===== src/sv/framed_command_receiver_macros.svh =====
// ----------------------------------------------------------------------------
// Framed command receiver assertion macros
// Shared concurrent assertion forms, clocked on clk_i and disabled in reset.
// ----------------------------------------------------------------------------
`ifndef FRAMED_COMMAND_RECEIVER_MACROS_SVH
`define FRAMED_COMMAND_RECEIVER_MACROS_SVH

// Consequent must hold in the same cycle as the antecedent.
`define FCR_ASSERT_SAME(lbl, ante, cons) \
  lbl: assert property (@(posedge clk_i) disable iff (!rst_ni) (ante) |-> (cons)) \
    else $error("framed command receiver: same-cycle check failed");

// Consequent must hold in the cycle after the antecedent.
`define FCR_ASSERT_NEXT(lbl, ante, cons) \
  lbl: assert property (@(posedge clk_i) disable iff (!rst_ni) (ante) |=> (cons)) \
    else $error("framed command receiver: next-cycle check failed");

`endif


===== src/sv/fcr_pkg.sv =====
`timescale 1ns / 1ps
// ----------------------------------------------------------------------------
// Framed command receiver package
// Frame constants, parser phase encoding, command codes and result type.
// ----------------------------------------------------------------------------
package fcr_pkg;

  localparam logic [7:0] SyncByte  = 8'hAA;
  localparam logic [7:0] AckByte   = 8'h06;
  localparam logic [7:0] NakByte   = 8'h15;
  localparam logic [7:0] VelLen    = 8'd17;
  localparam logic [7:0] PingLen   = 8'd9;
  localparam logic [7:0] PingId    = 8'h08;
  localparam logic [7:0] IdVel     = 8'h00;
  localparam logic [7:0] IdOpen    = 8'h01;
  localparam logic [7:0] IdClose   = 8'h02;
  localparam logic [7:0] TimeoutRst = 8'd30;

  typedef enum logic [1:0] {
    PH_HUNT  = 2'd0,
    PH_LEN   = 2'd1,
    PH_BODY  = 2'd2,
    PH_CHECK = 2'd3
  } phase_e;

  typedef enum logic [2:0] {
    CMD_NONE  = 3'd0,
    CMD_VEL   = 3'd1,
    CMD_OPEN  = 3'd2,
    CMD_CLOSE = 3'd3,
    CMD_HSHK  = 3'd4
  } cmd_e;

  typedef enum logic {
    REG_TIMEOUT = 1'b0,
    REG_REQ_HS  = 1'b1
  } reg_idx_e;

  typedef struct packed {
    logic [7:0]  reply_byte;
    cmd_e        command;
    logic [31:0] linear_word;
    logic [31:0] angular_word;
    logic        checksum_ok;
    logic        link_ready;
  } result_t;

endpackage


===== src/sv/fcr_if.sv =====
`timescale 1ns / 1ps
// ----------------------------------------------------------------------------
// Framed command receiver channels
// Input item channel and result channel with valid/ready handshakes.
// ----------------------------------------------------------------------------
interface fcr_in_if;
  logic       valid;
  logic       ready;
  logic       mode;
  logic [7:0] rx_byte;

  modport source (output valid, output mode, output rx_byte, input ready);
  modport sink (input valid, input mode, input rx_byte, output ready);
endinterface

interface fcr_out_if;
  logic        valid;
  logic        ready;
  logic [7:0]  reply_byte;
  logic [2:0]  command;
  logic [31:0] linear_word;
  logic [31:0] angular_word;
  logic        checksum_ok;
  logic        link_ready;

  modport source (output valid, output reply_byte, output command, output linear_word,
                  output angular_word, output checksum_ok, output link_ready,
                  input ready);
  modport sink (input valid, input reply_byte, input command, input linear_word,
                input angular_word, input checksum_ok, input link_ready,
                output ready);
endinterface


===== src/sv/framed_command_receiver.sv =====
`timescale 1ns / 1ps
// ----------------------------------------------------------------------------
// Framed command receiver
// Parses sync/length/payload/checksum frames from a byte and tick stream and
// returns one reply per completed frame.
//
//   channel   direction  contents
//   frame_i   in         mode (0 byte, 1 tick), rx_byte
//   reply_o   out        reply_byte, command, linear/angular words, flags
//   cfg       in         cfg_we_i, cfg_idx_i, cfg_data_i
//
// While no reply is stalled, one item is taken every cycle; a reply appears
// in the cycle after the checksum byte. The result register holds it while
// the sink stalls, and a new item is taken in the cycle the reply leaves.
// Reset clears the parser, the handshake flag and the output valid.
// ----------------------------------------------------------------------------
`include "framed_command_receiver_macros.svh"

module framed_command_receiver (
  input  logic       clk_i,
  input  logic       rst_ni,
  input  logic       cfg_we_i,
  input  logic       cfg_idx_i,
  input  logic [7:0] cfg_data_i,
  fcr_in_if.sink     frame_i,
  fcr_out_if.source  reply_o
);

  fcr_pkg::phase_e  phase_q, phase_d;
  logic [7:0]       len_q, len_d;
  logic [7:0]       seen_q, seen_d;
  logic [7:0]       xor_q, xor_d;
  logic [7:0]       cmd_id_q, cmd_id_d;
  logic [63:0]      vel_q, vel_d;
  logic [7:0]       ticks_q, ticks_d;
  logic             hs_done_q, hs_done_d;
  logic [7:0]       tmo_q;
  logic             req_hs_q;
  logic             out_valid_q, out_valid_d;
  fcr_pkg::result_t res_q, res_d;

  logic             take;
  logic             emit;
  logic             ok;
  logic [2:0]       vel_idx;

  assign frame_i.ready = !out_valid_q || reply_o.ready;
  assign take          = frame_i.valid && frame_i.ready;
  assign ok            = (frame_i.rx_byte == xor_q);
  assign vel_idx       = 3'(seen_q - 8'd1);

  always_comb begin
    phase_d   = phase_q;
    len_d     = len_q;
    seen_d    = seen_q;
    xor_d     = xor_q;
    cmd_id_d  = cmd_id_q;
    vel_d     = vel_q;
    ticks_d   = ticks_q;
    hs_done_d = hs_done_q;
    emit      = 1'b0;
    res_d     = res_q;
    if (take) begin
      if (frame_i.mode) begin
        if (phase_q == fcr_pkg::PH_BODY || phase_q == fcr_pkg::PH_CHECK) begin
          ticks_d = (ticks_q == 8'hFF) ? ticks_q : ticks_q + 8'd1;
          if (ticks_d > tmo_q) begin
            phase_d = fcr_pkg::PH_HUNT;
          end
        end
      end else begin
        unique case (phase_q)
          fcr_pkg::PH_HUNT: begin
            if (frame_i.rx_byte == fcr_pkg::SyncByte) begin
              phase_d = fcr_pkg::PH_LEN;
            end
          end
          fcr_pkg::PH_LEN: begin
            len_d    = frame_i.rx_byte;
            seen_d   = 8'd0;
            xor_d    = fcr_pkg::SyncByte ^ frame_i.rx_byte;
            cmd_id_d = 8'd0;
            vel_d    = 64'd0;
            ticks_d  = 8'd0;
            phase_d  = (frame_i.rx_byte == 8'd0) ? fcr_pkg::PH_CHECK : fcr_pkg::PH_BODY;
          end
          fcr_pkg::PH_BODY: begin
            if (seen_q == 8'd0) begin
              cmd_id_d = frame_i.rx_byte;
            end else if (seen_q <= 8'd8) begin
              vel_d[{vel_idx, 3'b000} +: 8] = frame_i.rx_byte;
            end
            xor_d  = xor_q ^ frame_i.rx_byte;
            seen_d = seen_q + 8'd1;
            if (seen_d == len_q) begin
              phase_d = fcr_pkg::PH_CHECK;
            end
          end
          fcr_pkg::PH_CHECK: begin
            emit                 = 1'b1;
            phase_d              = fcr_pkg::PH_HUNT;
            res_d.reply_byte     = fcr_pkg::NakByte;
            res_d.command        = fcr_pkg::CMD_NONE;
            res_d.linear_word    = 32'd0;
            res_d.angular_word   = 32'd0;
            res_d.checksum_ok    = ok;
            if (req_hs_q && !hs_done_q) begin
              if (ok && len_q == fcr_pkg::PingLen && cmd_id_q == fcr_pkg::PingId) begin
                hs_done_d        = 1'b1;
                res_d.reply_byte = fcr_pkg::AckByte;
                res_d.command    = fcr_pkg::CMD_HSHK;
              end
            end else if (ok) begin
              res_d.reply_byte = fcr_pkg::AckByte;
              if (len_q != 8'd0) begin
                if (cmd_id_q == fcr_pkg::IdVel) begin
                  if (len_q == fcr_pkg::VelLen) begin
                    res_d.command      = fcr_pkg::CMD_VEL;
                    res_d.linear_word  = vel_q[31:0];
                    res_d.angular_word = vel_q[63:32];
                  end
                end else if (cmd_id_q == fcr_pkg::IdOpen) begin
                  res_d.command = fcr_pkg::CMD_OPEN;
                end else if (cmd_id_q == fcr_pkg::IdClose) begin
                  res_d.command = fcr_pkg::CMD_CLOSE;
                end
              end
            end
            res_d.link_ready = !req_hs_q || hs_done_d;
          end
          default: begin
            phase_d = fcr_pkg::PH_HUNT;
          end
        endcase
      end
    end
    if (emit) begin
      out_valid_d = 1'b1;
    end else if (reply_o.ready) begin
      out_valid_d = 1'b0;
    end else begin
      out_valid_d = out_valid_q;
    end
  end

  always_ff @(posedge clk_i or negedge rst_ni) begin
    if (!rst_ni) begin
      phase_q     <= fcr_pkg::PH_HUNT;
      len_q       <= 8'd0;
      seen_q      <= 8'd0;
      xor_q       <= 8'd0;
      cmd_id_q    <= 8'd0;
      vel_q       <= 64'd0;
      ticks_q     <= 8'd0;
      hs_done_q   <= 1'b0;
      tmo_q       <= fcr_pkg::TimeoutRst;
      req_hs_q    <= 1'b1;
      out_valid_q <= 1'b0;
    end else begin
      phase_q     <= phase_d;
      len_q       <= len_d;
      seen_q      <= seen_d;
      xor_q       <= xor_d;
      cmd_id_q    <= cmd_id_d;
      vel_q       <= vel_d;
      ticks_q     <= ticks_d;
      hs_done_q   <= hs_done_d;
      out_valid_q <= out_valid_d;
      if (cfg_we_i) begin
        case (fcr_pkg::reg_idx_e'(cfg_idx_i))
          fcr_pkg::REG_TIMEOUT: tmo_q    <= cfg_data_i;
          fcr_pkg::REG_REQ_HS:  req_hs_q <= cfg_data_i[0];
          default: ;
        endcase
      end
    end
  end

  always_ff @(posedge clk_i) begin
    res_q <= res_d;
  end

  assign reply_o.valid        = out_valid_q;
  assign reply_o.reply_byte   = res_q.reply_byte;
  assign reply_o.command      = res_q.command;
  assign reply_o.linear_word  = res_q.linear_word;
  assign reply_o.angular_word = res_q.angular_word;
  assign reply_o.checksum_ok  = res_q.checksum_ok;
  assign reply_o.link_ready   = res_q.link_ready;

  `FCR_ASSERT_NEXT(a_reply_after_check, take && !frame_i.mode && phase_q == fcr_pkg::PH_CHECK, out_valid_q)
  `FCR_ASSERT_SAME(a_vel_needs_ack, out_valid_q && res_q.command == fcr_pkg::CMD_VEL, res_q.reply_byte == fcr_pkg::AckByte && res_q.checksum_ok)
  `FCR_ASSERT_SAME(a_hshk_sets_link, out_valid_q && res_q.command == fcr_pkg::CMD_HSHK, res_q.link_ready && hs_done_q)

endmodule


===== src/flat_wrapper.sv =====
// flat-port wrapper written by rule: the top's interface ports become plain ports
module framed_command_receiver_flat 
  (clk_i, rst_ni, cfg_we_i, cfg_idx_i, cfg_data_i, frame_i_valid, frame_i_mode, frame_i_rx_byte, frame_i_ready, reply_o_valid, reply_o_reply_byte, reply_o_command, reply_o_linear_word, reply_o_angular_word, reply_o_checksum_ok, reply_o_link_ready, reply_o_ready);
  fcr_in_if frame_i_i ();
  fcr_out_if reply_o_i ();
  input  logic clk_i;
  input  logic rst_ni;
  input  logic cfg_we_i;
  input  logic cfg_idx_i;
  input  logic [7:0] cfg_data_i;
  input wire logic [$bits(frame_i_i.valid)-1:0] frame_i_valid;
  input wire logic [$bits(frame_i_i.mode)-1:0] frame_i_mode;
  input wire logic [$bits(frame_i_i.rx_byte)-1:0] frame_i_rx_byte;
  output wire logic [$bits(frame_i_i.ready)-1:0] frame_i_ready;
  output wire logic [$bits(reply_o_i.valid)-1:0] reply_o_valid;
  output wire logic [$bits(reply_o_i.reply_byte)-1:0] reply_o_reply_byte;
  output wire logic [$bits(reply_o_i.command)-1:0] reply_o_command;
  output wire logic [$bits(reply_o_i.linear_word)-1:0] reply_o_linear_word;
  output wire logic [$bits(reply_o_i.angular_word)-1:0] reply_o_angular_word;
  output wire logic [$bits(reply_o_i.checksum_ok)-1:0] reply_o_checksum_ok;
  output wire logic [$bits(reply_o_i.link_ready)-1:0] reply_o_link_ready;
  input wire logic [$bits(reply_o_i.ready)-1:0] reply_o_ready;
  assign frame_i_i.valid = frame_i_valid;
  assign frame_i_i.mode = frame_i_mode;
  assign frame_i_i.rx_byte = frame_i_rx_byte;
  assign frame_i_ready = frame_i_i.ready;
  assign reply_o_valid = reply_o_i.valid;
  assign reply_o_reply_byte = reply_o_i.reply_byte;
  assign reply_o_command = reply_o_i.command;
  assign reply_o_linear_word = reply_o_i.linear_word;
  assign reply_o_angular_word = reply_o_i.angular_word;
  assign reply_o_checksum_ok = reply_o_i.checksum_ok;
  assign reply_o_link_ready = reply_o_i.link_ready;
  assign reply_o_i.ready = reply_o_ready;
  framed_command_receiver u_core (.clk_i(clk_i), .rst_ni(rst_ni), .cfg_we_i(cfg_we_i), .cfg_idx_i(cfg_idx_i), .cfg_data_i(cfg_data_i), .frame_i(frame_i_i), .reply_o(reply_o_i));
endmodule

===== config.mk =====
export PLATFORM = sky130hd
export DESIGN_NAME = framed_command_receiver_flat
export DESIGN_NICKNAME = d
export VERILOG_FILES = /design/src/sv/fcr_pkg.sv /design/src/sv/fcr_if.sv /design/src/sv/framed_command_receiver.sv /design/src/flat_wrapper.sv
export VERILOG_INCLUDE_DIRS = /design/src /design/src/sv
export SDC_FILE = /design/constraint.sdc
export NUM_CORES = 1
export LEC_CHECK = 0
export ABC_CLOCK_PERIOD_IN_PS = 3700
export BUFFER_PORTS_ARGS = -buffer_cell sky130_fd_sc_hd__buf_2
export CAP_MARGIN = 20
export CORE_UTILIZATION = 25
export DETAILED_ROUTE_END_ITERATION = 12
export GPL_ROUTABILITY_DRIVEN = 0
export GPL_TIMING_DRIVEN = 0
export PLACE_DENSITY = 0.46
export SYNTH_ARGS = -nofsm -noshare
export SYNTH_HDL_FRONTEND = slang
export SYNTH_SLANG_ARGS = --single-unit

===== constraint.sdc =====
create_clock -name clk_i -period 3.7 [get_ports clk_i]
set_input_delay 0.74 -clock clk_i [delete_from_list [all_inputs] [get_ports clk_i]]
set_output_delay 0.74 -clock clk_i [all_outputs]
set_load 0.005 [all_outputs]

# [Yosys cells after proc, flatten, opt, wreduce, memory -nomap -nowiden]
# Index checks and enable logic that the tools add are counted.
[totals] regBits=194 out_inout_bits=79 elab_cells=118
[classes] n_addsub=4 order_cmp=2 eq_ne=19 shift=2 n_mux=38 n_bitwise=8 reduce_logical=28
[op_table] cell="64-bit two-way mux" count=3
[op_table] cell="64-bit one-hot mux with 2 select lines" count=1
[op_table] cell="72-bit two-way mux" count=1
[op_table] cell="67-bit two-way mux" count=1
[op_table] cell="65-bit two-way mux" count=1
[op_table] cell="64-bit bitwise mux" count=1
[op_table] cell="8-bit by 8-bit variable shift with 64-bit output, first input constant" count=1
[op_table] cell="8-bit by 8-bit indexed part select with 64-bit output" count=1
[op_table] cell="8-bit two-way mux" count=7
[op_table] cell="8-bit one-hot mux with 2 select lines" count=3
[op_table] cell="8-bit logical NOT" count=3
[op_table] cell="8-bit by 1-bit adder with 8-bit output, second input constant" count=2
[op_table] cell="8-bit by 4-bit equality test with 1-bit output, second input constant" count=2
[op_table] cell="8-bit equality test" count=2
[op_table] cell="8-bit equality test, second input constant" count=2
[op_table] cell="2-bit two-way mux" count=7
[op_table] cell="3-bit AND reduction" count=4
[op_table] cell="1-bit two-way mux" count=11
[op_table] cell="5-bit AND reduction" count=2
[op_table] cell="8-bit by 1-bit equality test with 1-bit output, second input constant" count=1
[op_table] cell="8-bit by 2-bit equality test with 1-bit output, second input constant" count=1
[op_table] cell="8-bit by 5-bit equality test with 1-bit output, second input constant" count=1
[op_table] cell="8-bit greater-than comparator" count=1
[op_table] cell="8-bit by 4-bit less-or-equal comparator with 1-bit output, second input constant" count=1
[op_table] cell="other kinds (22)" count=41

# [Depth between registers and ports, before layout]
# Gate-level depths: netlist (run 1).
[depth] depth_word=9 mapped_depth=12 ltp_nobuf=12

# [Worst setup path before layout (run 1)]
# No wires, ideal clock.
[synth_timing] kind="input to register" start="input reply_o_ready" end="register u_core.res_q (netlist bit u_core.reply_o.angular_word[0]), enable pin" arrival_ns=2.865 t_required_ns=3.274 setup_slack_ns=0.410 stages=6 cell_sequence="nand2b_1 > clkbuf_1 > nand2_1 > nor2_1 > nand2_1 > inv_1"
[synth_between] elab_chain_cells=3
[synth_lines] element="from (decl)" line="flat_wrapper.sv:22" source="input wire logic [$bits(reply_o_i.ready)-1:0] reply_o_ready;"
[synth_lines] element="1-bit logical OR" line="framed_command_receiver.sv:47" source="assign frame_i.ready = !out_valid_q || reply_o.ready;"
[synth_lines] element="net frame_i_ready" line="flat_wrapper.sv:14" source="output wire logic [$bits(frame_i_i.ready)-1:0] frame_i_ready;"
[synth_lines] element="1-bit logical AND" line="framed_command_receiver.sv:48" source="assign take = frame_i.valid && frame_i.ready;"
[synth_lines] element="3-bit AND reduction (no source line)"
[synth_lines] element="to (signal assigned)" line="framed_command_receiver.sv:180" source="res_q <= res_d;"
[synth_lines] element="to (decl)" line="framed_command_receiver.sv:40" source="fcr_pkg::result_t res_q, res_d;"
# The timed path passes the listed nets, and every way through them passes these cells.
# A chain may end at the register's enable or synchronous reset.

# [Worst setup path after layout (run 1)]
[layout_timing] start="register u_core.seen_q[0]" end="register u_core.vel_q[6]"
[layout_between] elab_chain_cells=7
[layout_lines] element="from (decl)" line="framed_command_receiver.sv:31" source="logic [7:0] seen_q, seen_d;"
[layout_lines] element="from (signal assigned)" line="framed_command_receiver.sv:162" source="seen_q <= seen_d;"
[layout_lines] element="3-bit by 1-bit subtractor with 3-bit output" line="framed_command_receiver.sv:50" source="assign vel_idx = 3'(seen_q - 8'd1);"
[layout_lines] element="6-bit negator with 8-bit output" line="framed_command_receiver.sv:91" source="vel_d[{vel_idx, 3'b000} +: 8] = frame_i.rx_byte;"
[layout_lines] element="8-bit by 8-bit indexed part select with 64-bit output / 8-bit by 8-bit variable shift with 64-bit output (equally long branches)" line="framed_command_receiver.sv:91"
[layout_lines] element="64-bit bitwise mux" line="framed_command_receiver.sv:91"
[layout_lines] element="64-bit two-way mux" line="framed_command_receiver.sv:90" source="end else if (seen_q <= 8'd8) begin"
[layout_lines] element="64-bit two-way mux" line="framed_command_receiver.sv:88" source="if (seen_q == 8'd0) begin"
[layout_lines] element="64-bit one-hot mux with 2 select lines" line="framed_command_receiver.sv:72" source="unique case (phase_q)"
[layout_lines] element="to (signal assigned)" line="framed_command_receiver.sv:165" source="vel_q <= vel_d;"
[layout_lines] element="to (decl)" line="framed_command_receiver.sv:34" source="logic [63:0] vel_q, vel_d;"
# Several ways; a longest one is shown, not always the timed one. The select of a mux whose other input is x is not followed.

==> impl_metrics.ini, run 1 <==
[clock_network]
clockBufferDepth = 2
clkTransAtPathRegs_ns = 0.08
clock_latency_ns = 0.45
root_buffer = clkbuf_16
cts_num_sinks = 188
htreeDepth = 4
cts_tree = yes
numCtsBuffers = 17

[timing]
hold_viol_final = 0
rsz0062_at_grt = no
maxSlewHeadroom_pct = 34.7
fin_worst_skew_ns = 0.0233
finalCriticalPeriod_ns = 3.37
finalSetupViolCount = 0
tightest_slew_ns = 0.976
hold_slack_ns = 0.224
fmax_mhz = 296
min_period_over_period_pct = 91.2
final_max_slew_viol_count = 0

[synthesis]
synthXorXnorAreaFrac_pct = 2.32
synth_top_family_by_area = simple AND/OR/NAND/NOR gates
synthAdderAreaFrac_pct = 2.90
avgSynthCellArea_um2 = 12.0
synth_cell_types = 65
synthMuxAreaShare_pct = 1.55
synth_compound_area_share_pct = 15.6
synthSimpleGateAreaFrac_pct = 15.7
synth_ff_type = dfrtp_1
async_flop_share_pct = 62.2
synthesis.instances = 719
synth_area_um2 = 8640
yosys_warnings = 0
synth_edf_count = 71
seq_area_frac_synth_pct = 58.7
ys_ff_latch = 188

[worst_setup_path]
path_max_fanout = 10
crit_path_start_kind = register
worstSetupEndpoint = u_core.vel_q[6]
startpoint = u_core.seen_q[0]
critPathRequiredTime_ns = 4.05
slowest_stage = nor3_2
crit_arrival_ns = 3.72
end_kind = register
path_class = reg2reg
r2r_start = u_core.seen_q[0]
crit_chain = buf_4, inv_1, ha_1, xnor2_2, ha_1, clkbuf_1, inv_1, nand3b_1, nor3_2, a22oi_1, o21ai_0
ff2ff_path_depth = 11
r2r_end = u_core.vel_q[6]
slowest_delay_ns = 0.59
r2r_slack_ns = 0.33

[routing]
drt-total-wl_um = 21300
viasPerCell = 4.50
detail_route.iter0.violations = 372
drc = 0
wl_per_cell_um = 16.4
postRouteAntennaNets = 0
num_vias = 5849
drt-pass1-iter-count = 4

[global_route]
antenna_found_initial = 2
grt_max_degree = 73
track_usage_pct = 12.5
grt_pass1_wl_um = 33800
grt_overflow = 0
grt_pass1_vias = 5812

[floorplan]
chipHeight_um = 188
start_util_pct = 25.6
core_area_um2 = 33800
num_rows = 67
die_area_um2 = 35300
die_width_um = 188
boundaryPins = 102

[power]
p_leak_nw = 4.32
power_density_nw_per_um2 = 552
worst_ir_drop_vdd_v = 0.000336

[finish]
fill_cells = 3500
nNetsFinal = 880
drive_gt1_share_pct = 21.2
instances_no_fill = 1299
area_delta_synth_final_pct = 19.4
post-route-cell-area_um2 = 10300

[place]
place_inst = 1264
dpl.hpwl_um = 15000
numPortBuffers = 92
placedInstanceArea_um2 = 9730

[status]
status = completed

[worst_hold_path]
hold_class = in2async

[flow_run]
drv_cap = 0
-- synth_stat cells (5+ instances only) --
| cell | number | area (um2) |
|---|---|---|
| dfrtp_1 | 112 | 2800 |
| and2_1 | 68 | 425 |
| buf_4 | 7 | 52.6 |
| edfxtp_1 | 71 | 2130 |
| clkbuf_1 | 29 | 109 |
| nand2b_1 | 11 | 68.8 |
| nand2_1 | 55 | 206 |
| inv_1 | 16 | 60.1 |
| nor2_1 | 16 | 60.1 |
| nand4_1 | 8 | 50.1 |
| xor2_1 | 5 | 43.8 |
| ha_1 | 20 | 250 |
| mux2_2 | 11 | 124 |
| dfstp_2 | 5 | 131 |
| o21a_1 | 6 | 45.0 |
| nor3_1 | 7 | 35.0 |
| a21oi_1 | 20 | 100 |
| a22oi_1 | 16 | 120 |
| a21o_1 | 8 | 60.1 |
| xnor2_1 | 16 | 140 |
| o21ai_0 | 44 | 220 |
| a22o_1 | 62 | 543 |
| nand3_1 | 18 | 90.1 |
-- cell families after synthesis --
| logic type | count (synthesis) |
|---|---|
| buffers and inverters | 62 |
| muxes | 12 |
| xor gates and xnor gates | 22 |
| AOI/OAI and AO/OA | 185 |
| other | 2 |
| and+or+nand+nor | 228 |
| DFF | 188 |
| adders and majority gates | 20 |
-- critical path, delay by kind of cell, from the launching register on --
kind / cells / cell delay (ns)
and+or+nand+nor: 2 / 0.95
DFF: 1 / 0.45
xor gates and xnor gates: 1 / 0.20
AOI/OAI and AO/OA: 2 / 0.31
adders and majority gates: 2 / 0.51
buffers and inverters: 4 / 0.87
-- worst min-delay path by stage --
stage,endpoint,startpoint,slack (ns),cells after the start
CTS,u_core.tmo_q[7],rst_ni,0.23,1
detailed placement,u_core.hs_done_q,u_core.hs_done_q,0.46,1
global placement,u_core.hs_done_q,u_core.hs_done_q,0.45,1
global route,u_core.tmo_q[7],rst_ni,0.24,1
floorplan,u_core.cmd_id_q[0],rst_ni,0.44,0
finish,u_core.tmo_q[7],rst_ni,0.22,1
-- per-layer routing --
layer  global-route usage (%)  vias to the layer above  share of wire [%]
li1                         -                     2860                  -
met5                        0                        -              0.061
met4                     3.91                        2                1.7
met2                     20.4                      123                 47
met3                     2.58                       25                3.3
met1                     16.5                     2839                 48
-- through the flow --
stage	setup TNS, ns	utilization, %	setup WS, ns	total power, mW
final	0	30.5	0.326	5.69
after global routing	0	30.5	0.0713	6.01
after CTS	0	30.4	0.145	5.75
after floorplan	0	-	0.410	3.57
after global placement	-53.02	28.6	-0.710	3.97
after detailed placement	-1.81	28.8	-0.140	3.97
-- layout make-up --
class	instances	area, um2	share of cell area, %
plain buffers	45	214	2.08
multi-input cells	472	3310	32.1
diodes	1	2.50	0.0243
well taps	448	561	5.44
repair buffers	96	537	5.21
inverters	17	66.3	0.643
flip-flops and latches	188	5070	49.1
clock inverters	13	121	1.18
clock buffers	19	433	4.20
-- sequential cells by signal (all words and copies together), names as in the netlist --
| signal | count |
|---|---|
| u_core.cmd_id_q | 8 |
| u_core.hs_done_q | 1 |
| u_core.len_q | 8 |
| u_core.phase_q | 2 |
| u_core.reply_o.angular_word | 32 |
| u_core.reply_o.checksum_ok | 1 |
| u_core.reply_o.command | 3 |
| u_core.reply_o.linear_word | 32 |
| u_core.reply_o.link_ready | 1 |
| u_core.reply_o.reply_byte | 2 |
| u_core.reply_o.valid | 1 |
| u_core.req_hs_q | 1 |
| u_core.seen_q | 8 |
| u_core.ticks_q | 8 |
| u_core.tmo_q | 8 |
| u_core.vel_q | 64 |
| u_core.xor_q | 8 |
-- power by group --
group | total, mW | internal (mW) | leakage, nW | switching, mW
clock network | 1.76 | 0.931 | 0.250 | 0.829
logic | 1.37 | 0.534 | 1.77 | 0.833
registers | 2.57 | 2.37 | 2.30 | 0.200
total | 5.69 | 3.83 | 4.32 | 1.86
-- cell usage in the layout, fill, tap and decap left out, types with 4 or more instances in the layout --
cell type,n
edfxtp_1,71
buf_2,94
nand2b_1,11
a21o_1,8
and3_1,4
a22o_1,62
nand3_1,18
a22oi_1,16
clkbuf_1,31
a2bb2oi_1,4
nand4_1,8
nor3_1,7
nand2_1,55
ha_1,20
nor2_4,4
dfrtp_1,112
xor2_1,5
buf_1,4
a21oi_1,20
mux2_2,11
dfstp_2,5
xnor2_1,16
nor2_1,16
inv_1,15
conb_1,5
o21ai_0,44
clkinvlp_4,7
clkbuf_16,17
o21a_1,6
and2_1,68
buf_4,9
-- timing repair --
item	in CTS	in global routing
gates resized for setup	0	1
hold buffers	0	0
buffers inserted	0	2
setup endpoints to repair	0	8
(Power assumes the default switching activity.)
==> run 2: changes to the inputs <==
Settings changed: ABC_CLOCK_PERIOD_IN_PS 3700 to 3400, SETUP_SLACK_MARGIN set to 0.3.
Clock period 3.7 ns to 3.4 ns, I/O delays scaled along.
==> run 2 against run 1 <==
Global-route usage grew 0.16 points. Clock skew grew 0.0024 ns. Die area is the same. Combinational power grew 10%. Sequential cell count is the same. Setup slack gained 0.26 ns. Sequential share of layout area shrank 0.47 points. Largest cell class unchanged. Highest routed layer is now met4.
==> impl_metrics.ini, run 2 (same netlist as run 1, synthesis figures left out) <==
[routing]
wl_per_cell_um = 16.5
drt-total-wl_um = 21400
num_vias = 5801
viasPerCell = 4.46
drt-pass1-iter-count = 4
wl_met2_um = 10300
wl_met3_um = 613
drc = 0
top_layer = met4
detail_route.iter0.violations = 455
wl_met1_um = 10300
postRouteAntennaNets = 0

[worst_setup_path]
critPathRequiredTime_ns = 3.77
end_kind = register
r2r_slack_ns = 0.59
slowest_stage = dfrtp_1
crit_arrival_ns = 3.18
ff2ff_path_depth = 12
r2r_start = u_core.ticks_q[3]
r2r_end = u_core.phase_q[0]
crit_path_start_kind = register
slowest_delay_ns = 0.45
path_class = reg2reg
crit_chain = and3_1, nand3_1, or2_2, clkbuf_1, mux2_2, ha_1, nand2b_1, a21oi_1, o31ai_1, nand4b_1, o311ai_1, a32o_1
path_max_fanout = 6

[power]
p_leak_nw = 4.38
power_density_nw_per_um2 = 611
worst_ir_drop_vdd_v = 0.000351
total_power_mw = 6.36

[global_route]
grt_pass1_vias = 5856
grt_overflow = 0
grt_pass1_wl_um = 34600
track_usage_pct = 12.6
grt_max_degree = 68
antenna_found_initial = 0

[place]
numPortBuffers = 92
post-place-ws_ns = -0.481
dpl.hpwl_um = 15100

[clock_network]
root_buffer = clkbuf_16
clkTransAtPathRegs_ns = 0.08
htreeDepth = 4
hold_buffers = 0
cts_num_sinks = 188
numCtsBuffers = 17
clock_latency_ns = 0.44
cts_tree = yes
clockBufferDepth = 2

[timing]
finalSetupViolCount = 0
fmax_mhz = 355
hold_viol_final = 0
tightest_slew_ns = 0.895
rsz0062_at_grt = no
fin_ws_ns = 0.587
fin_worst_skew_ns = 0.0257
maxSlewHeadroom_pct = 40.4
min_period_over_period_pct = 82.7
final_max_slew_viol_count = 0
finalCriticalPeriod_ns = 2.81

[finish]
top_register = u_core.vel_q
most-common-layout-cells = dfrtp_1, buf_2, edfxtp_1
drive_gt1_share_pct = 22.5
antenna_cells = 0
largest_register_ffs = 64
nNetsFinal = 882
area_delta_synth_final_pct = 20.5
final_common_cell = dfrtp_1

[floorplan]
start_util_pct = 25.6
chipHeight_um = 188
num_rows = 67
die_width_um = 188
boundaryPins = 102
die_area_um2 = 35300
core_area_um2 = 33800

[worst_hold_path]
hold_class = in2async

[status]
status = completed

[flow_run]
drv_cap = 0
[run 2: layer usage]
| layer | up-vias | global-route usage (%) |
|---|---|---|
| met5 | - | 0 |
| met4 | 0 | 4.13 |
| met3 | 11 | 2.11 |
| met2 | 118 | 20.2 |
| met1 | 2810 | 17.4 |
| li1 | 2862 | - |
[run 2: how the worst max path moves through the flow]
stage	start	end	slack (ns)
6_report	u_core.ticks_q[3]	u_core.phase_q[0]	0.59
5_1_grt	u_core.seen_q[0]	u_core.vel_q[35]	0.34
4_1_cts	u_core.seen_q[0]	u_core.phase_q[0]	0.33
3_5_place_dp	frame_i_rx_byte[0]	u_core.reply_o.linear_word[31]	-0.48
3_3_place_gp	frame_i_rx_byte[0]	u_core.reply_o.linear_word[31]	-0.46
2_1_floorplan	u_core.seen_q[0]	u_core.vel_q[32]	0.60
[run 2: cell type report]
cell class,count,area (um2)
buffer,45,218
clock buffer,17,425
clock inverter,15,188
fill,3451,23400
inverter,17,71.3
multi-input combinational,472,3340
sequential,188,5070
tap,448,561
timing repair buffer,98,544
[run 2: report_power, final]
group	switching, mW	internal, mW
logic	0.924	0.590
clock network	1.04	1.01
registers	0.219	2.57
[run 2: critical path, delay by kind of cell, from the launching register on]
family                   cells  cell delay [ns]
multiplexers                 1             0.30
adder cells (fa/ha/maj)      1             0.29
flip-flops                   1             0.45
AND/OR/NAND/NOR              5             0.95
buffers and inverters        1             0.15
AO/OA/AOI/OAI                4             0.62
[run 2: timing repair]
| action | 4_1_cts | 5_1_grt |
|---|---|---|
| pin swaps | 3 | 0 |
| gates resized for setup | 5 | 9 |
| endpoints found under the setup margin | 77 | 56 |
| setup buffers | 4 | 0 |
[run 2: stage by stage]
stage | setup TNS [ns] | hold slack [ns] | utilization (%) | area (um2) | std cells
2_1_floorplan | 0 | 0.384 | - | 8650 | 722
5_1_grt | 0 | 0.222 | 30.8 | 10400 | 1300
3_5_place_dp | -22.18 | 0.465 | 28.8 | 9730 | 1264
4_1_cts | 0 | 0.203 | 30.8 | 10400 | 1300
3_3_place_gp | -50.25 | 0.454 | 28.6 | 9670 | 1262
6_report | 0 | 0.203 | 30.8 | 10400 | 1300
==> run 3: changes to the inputs <==
Settings changed: ABC_CLOCK_PERIOD_IN_PS 3400 to 2500, PLACE_DENSITY 0.46 to 0.47.
Clock period 3.4 ns to 2.5 ns, I/O delays scaled along.
==> run 3 against run 2 <==
Via count up 5.4%. The run now ends with hold timing, setup timing left. Register-to-register slack got worse by 0.60 ns. Non-clock buffer count is 50 higher. Maximum frequency grew 12%. Sequential power increased by 36%. Global-route usage up 0.41 points. Combinational power up 110%. Core utilization up 3.6 points. Sequential cell count unchanged. Clock skew about the same. Die area unchanged.
==> impl_metrics.ini, run 3 (same netlist as run 1, synthesis figures left out) <==
[status]
status = finished with violations
violations = hold timing, setup timing

[worst_setup_path]
critPathRequiredTime_ns = 2.83
path_class = reg2reg
crit_path_start_kind = register
end_kind = register
crit_arrival_ns = 2.84
path_max_fanout = 5

[place]
numPortBuffers = 92
dpl.hpwl_um = 14900
placedInstanceArea_um2 = 9940
post-place-ws_ns = -1.21

[floorplan]
chipHeight_um = 188
start_util_pct = 25.6
num_rows = 67
core_area_um2 = 33800
die_area_um2 = 35300
boundaryPins = 102
die_width_um = 188

[routing]
drc = 0
wl_per_cell_um = 17.1
drt-pass1-iter-count = 4
viasPerCell = 4.52
detail_route.iter0.violations = 377
postRouteAntennaNets = 0
drt-total-wl_um = 23100
num_vias = 6112

[timing]
finalSetupTns_ns = -0.0137
final_max_slew_viol_count = 0
fmax_mhz = 398
tightest_slew_ns = 0.938
min_period_over_period_pct = 100
maxSlewHeadroom_pct = 37.5
finalSetupViolCount = 2
fin_worst_skew_ns = 0.0253
fin_ws_ns = -0.0110
rsz0062_at_grt = yes
hold_slack_ns = -0.0109
finalCriticalPeriod_ns = 2.51
hold_viol_final = 5

[power]
p_seq_share_pct = 40.2
swShare_pct = 33.2
p_int_mw = 6.30
clkPwrFrac_pct = 26.8
p_sw_mw = 3.14
comb_power_share_pct = 33.0
power_density_nw_per_um2 = 811
p_leak_nw = 4.87
worst_ir_drop_vdd_v = 0.000532

[global_route]
antenna_found_initial = 0
grt_pass1_vias = 6028
track_usage_pct = 13.1
grt_max_degree = 70
grt_pass1_wl_um = 35600
grt_overflow = 0

[clock_network]
hold_buffers = 0
root_buffer = clkbuf_16
clkTransAtPathRegs_ns = 0.08
cts_tree = yes
cts_num_sinks = 188
clock_latency_ns = 0.45
htreeDepth = 4
numCtsBuffers = 17
clockBufferDepth = 2

[flow_run]
drv_cap = 0

[finish]
fill_cells = 3405
final_common_cell = dfrtp_1
post-route-cell-area_um2 = 11600
largest_register_ffs = 64
nNetsFinal = 933
top_register = u_core.vel_q
most-common-layout-cells = dfrtp_1, buf_2, edfxtp_1
area_delta_synth_final_pct = 34.8
drive_gt1_share_pct = 41.4

[worst_hold_path]
hold_class = in2async
==> run 3: changes by cell type in the layout (fill, tap and decap cells not counted), moves of 8 or more <==
cell	previous run	this run
and2_4	0	63
buf_4	11	39
a22oi_2	0	16
buf_6	3	11
o21ai_1	3	17
o21ai_0	44	30
clkbuf_1	26	17
and2_1	68	5
a22oi_1	16	0
clkbuf_16	17	26
==> run 3: per-layer routing <==
| layer | part of all wire [%] | up-vias | wire length (um) | global-route usage, % |
|---|---|---|---|---|
| li1 | - | 2982 | - | - |
| met1 | 47 | 2985 | 10900 | 17.8 |
| met2 | 47 | 115 | 10900 | 20.7 |
| met3 | 3.5 | 30 | 802 | 2.86 |
| met4 | 2.1 | 0 | 477 | 3.88 |
| met5 | 0 | - | 0 | 0 |
==> run 3: path summary, 6_finish.rpt <==
check	cells after the start	startpoint	end	slack, ns
worst max-delay path	12	u_core.ticks_q[5]	u_core.phase_q[1]	-0.01
worst max register to register	12	u_core.ticks_q[5]	u_core.phase_q[1]	-0.01
max in group asynchronous	2	rst_ni	u_core.len_q[2]	1.77
min in group clk_i	3	cfg_data_i[6]	u_core.tmo_q[6]	0.26
worst min register to register	1	u_core.hs_done_q	u_core.hs_done_q	0.47
worst min-delay path	1	rst_ni	u_core.tmo_q[7]	-0.01
==> run 3: per-stage QoR <==
step,utilization (%),power (mW),cells
finish,34.5,9.44,1352
CTS,32.1,9.01,1322
detailed placement,29.4,6.19,1264
floorplan,-,5.57,722
global route,34.4,9.96,1351
global placement,29.3,6.16,1262
==> run 3: cell type report <==
type	instances	area [um2]	share of cell area [%]
plain buffers	45	379	3.26
clock inverters	12	90.1	0.774
inverters	17	97.6	0.838
well taps	448	561	4.82
multi-input cells	472	3850	33.1
repair buffers	148	1140	9.82
repair inverters	1	7.51	0.0645
flip-flops and latches	188	5070	43.6
clock buffers	20	437	3.75
diodes	1	2.50	0.0215
==> run 3: worst max-delay path: stages, from the launching register on <==
cell,delay (ns)
dfrtp_1,0.36
and3_4,0.22
nand3_2,0.08
or2_4,0.24
buf_8,0.12
mux2_4,0.30
ha_4,0.27
nand2b_1,0.06
a21oi_2,0.14
o31ai_2,0.07
nand4b_1,0.16
o311ai_2,0.14
a32o_1,0.24
==> run 3: timing repair <==
| action | 4_1_cts | 5_1_grt |
|---|---|---|
| cloned | 1 | 8 |
| pin swaps | 21 | 86 |
| setup endpoints to repair | 202 | 182 |
| gates resized for setup | 50 | 136 |
| buffers inserted | 25 | 21 |
==> run 3: power by group through the flow <==
| stage | combinational [mW] | clock (mW) | sequential, mW |
|---|---|---|---|
| after floorplan | 1.79 | 0 | 3.78 |
| after global placement | 2.30 | 0 | 3.86 |
| after detailed placement | 2.33 | 0 | 3.86 |
| after CTS | 2.62 | 2.60 | 3.79 |
| after global routing | 3.40 | 2.72 | 3.84 |
| final | 3.12 | 2.53 | 3.79 |
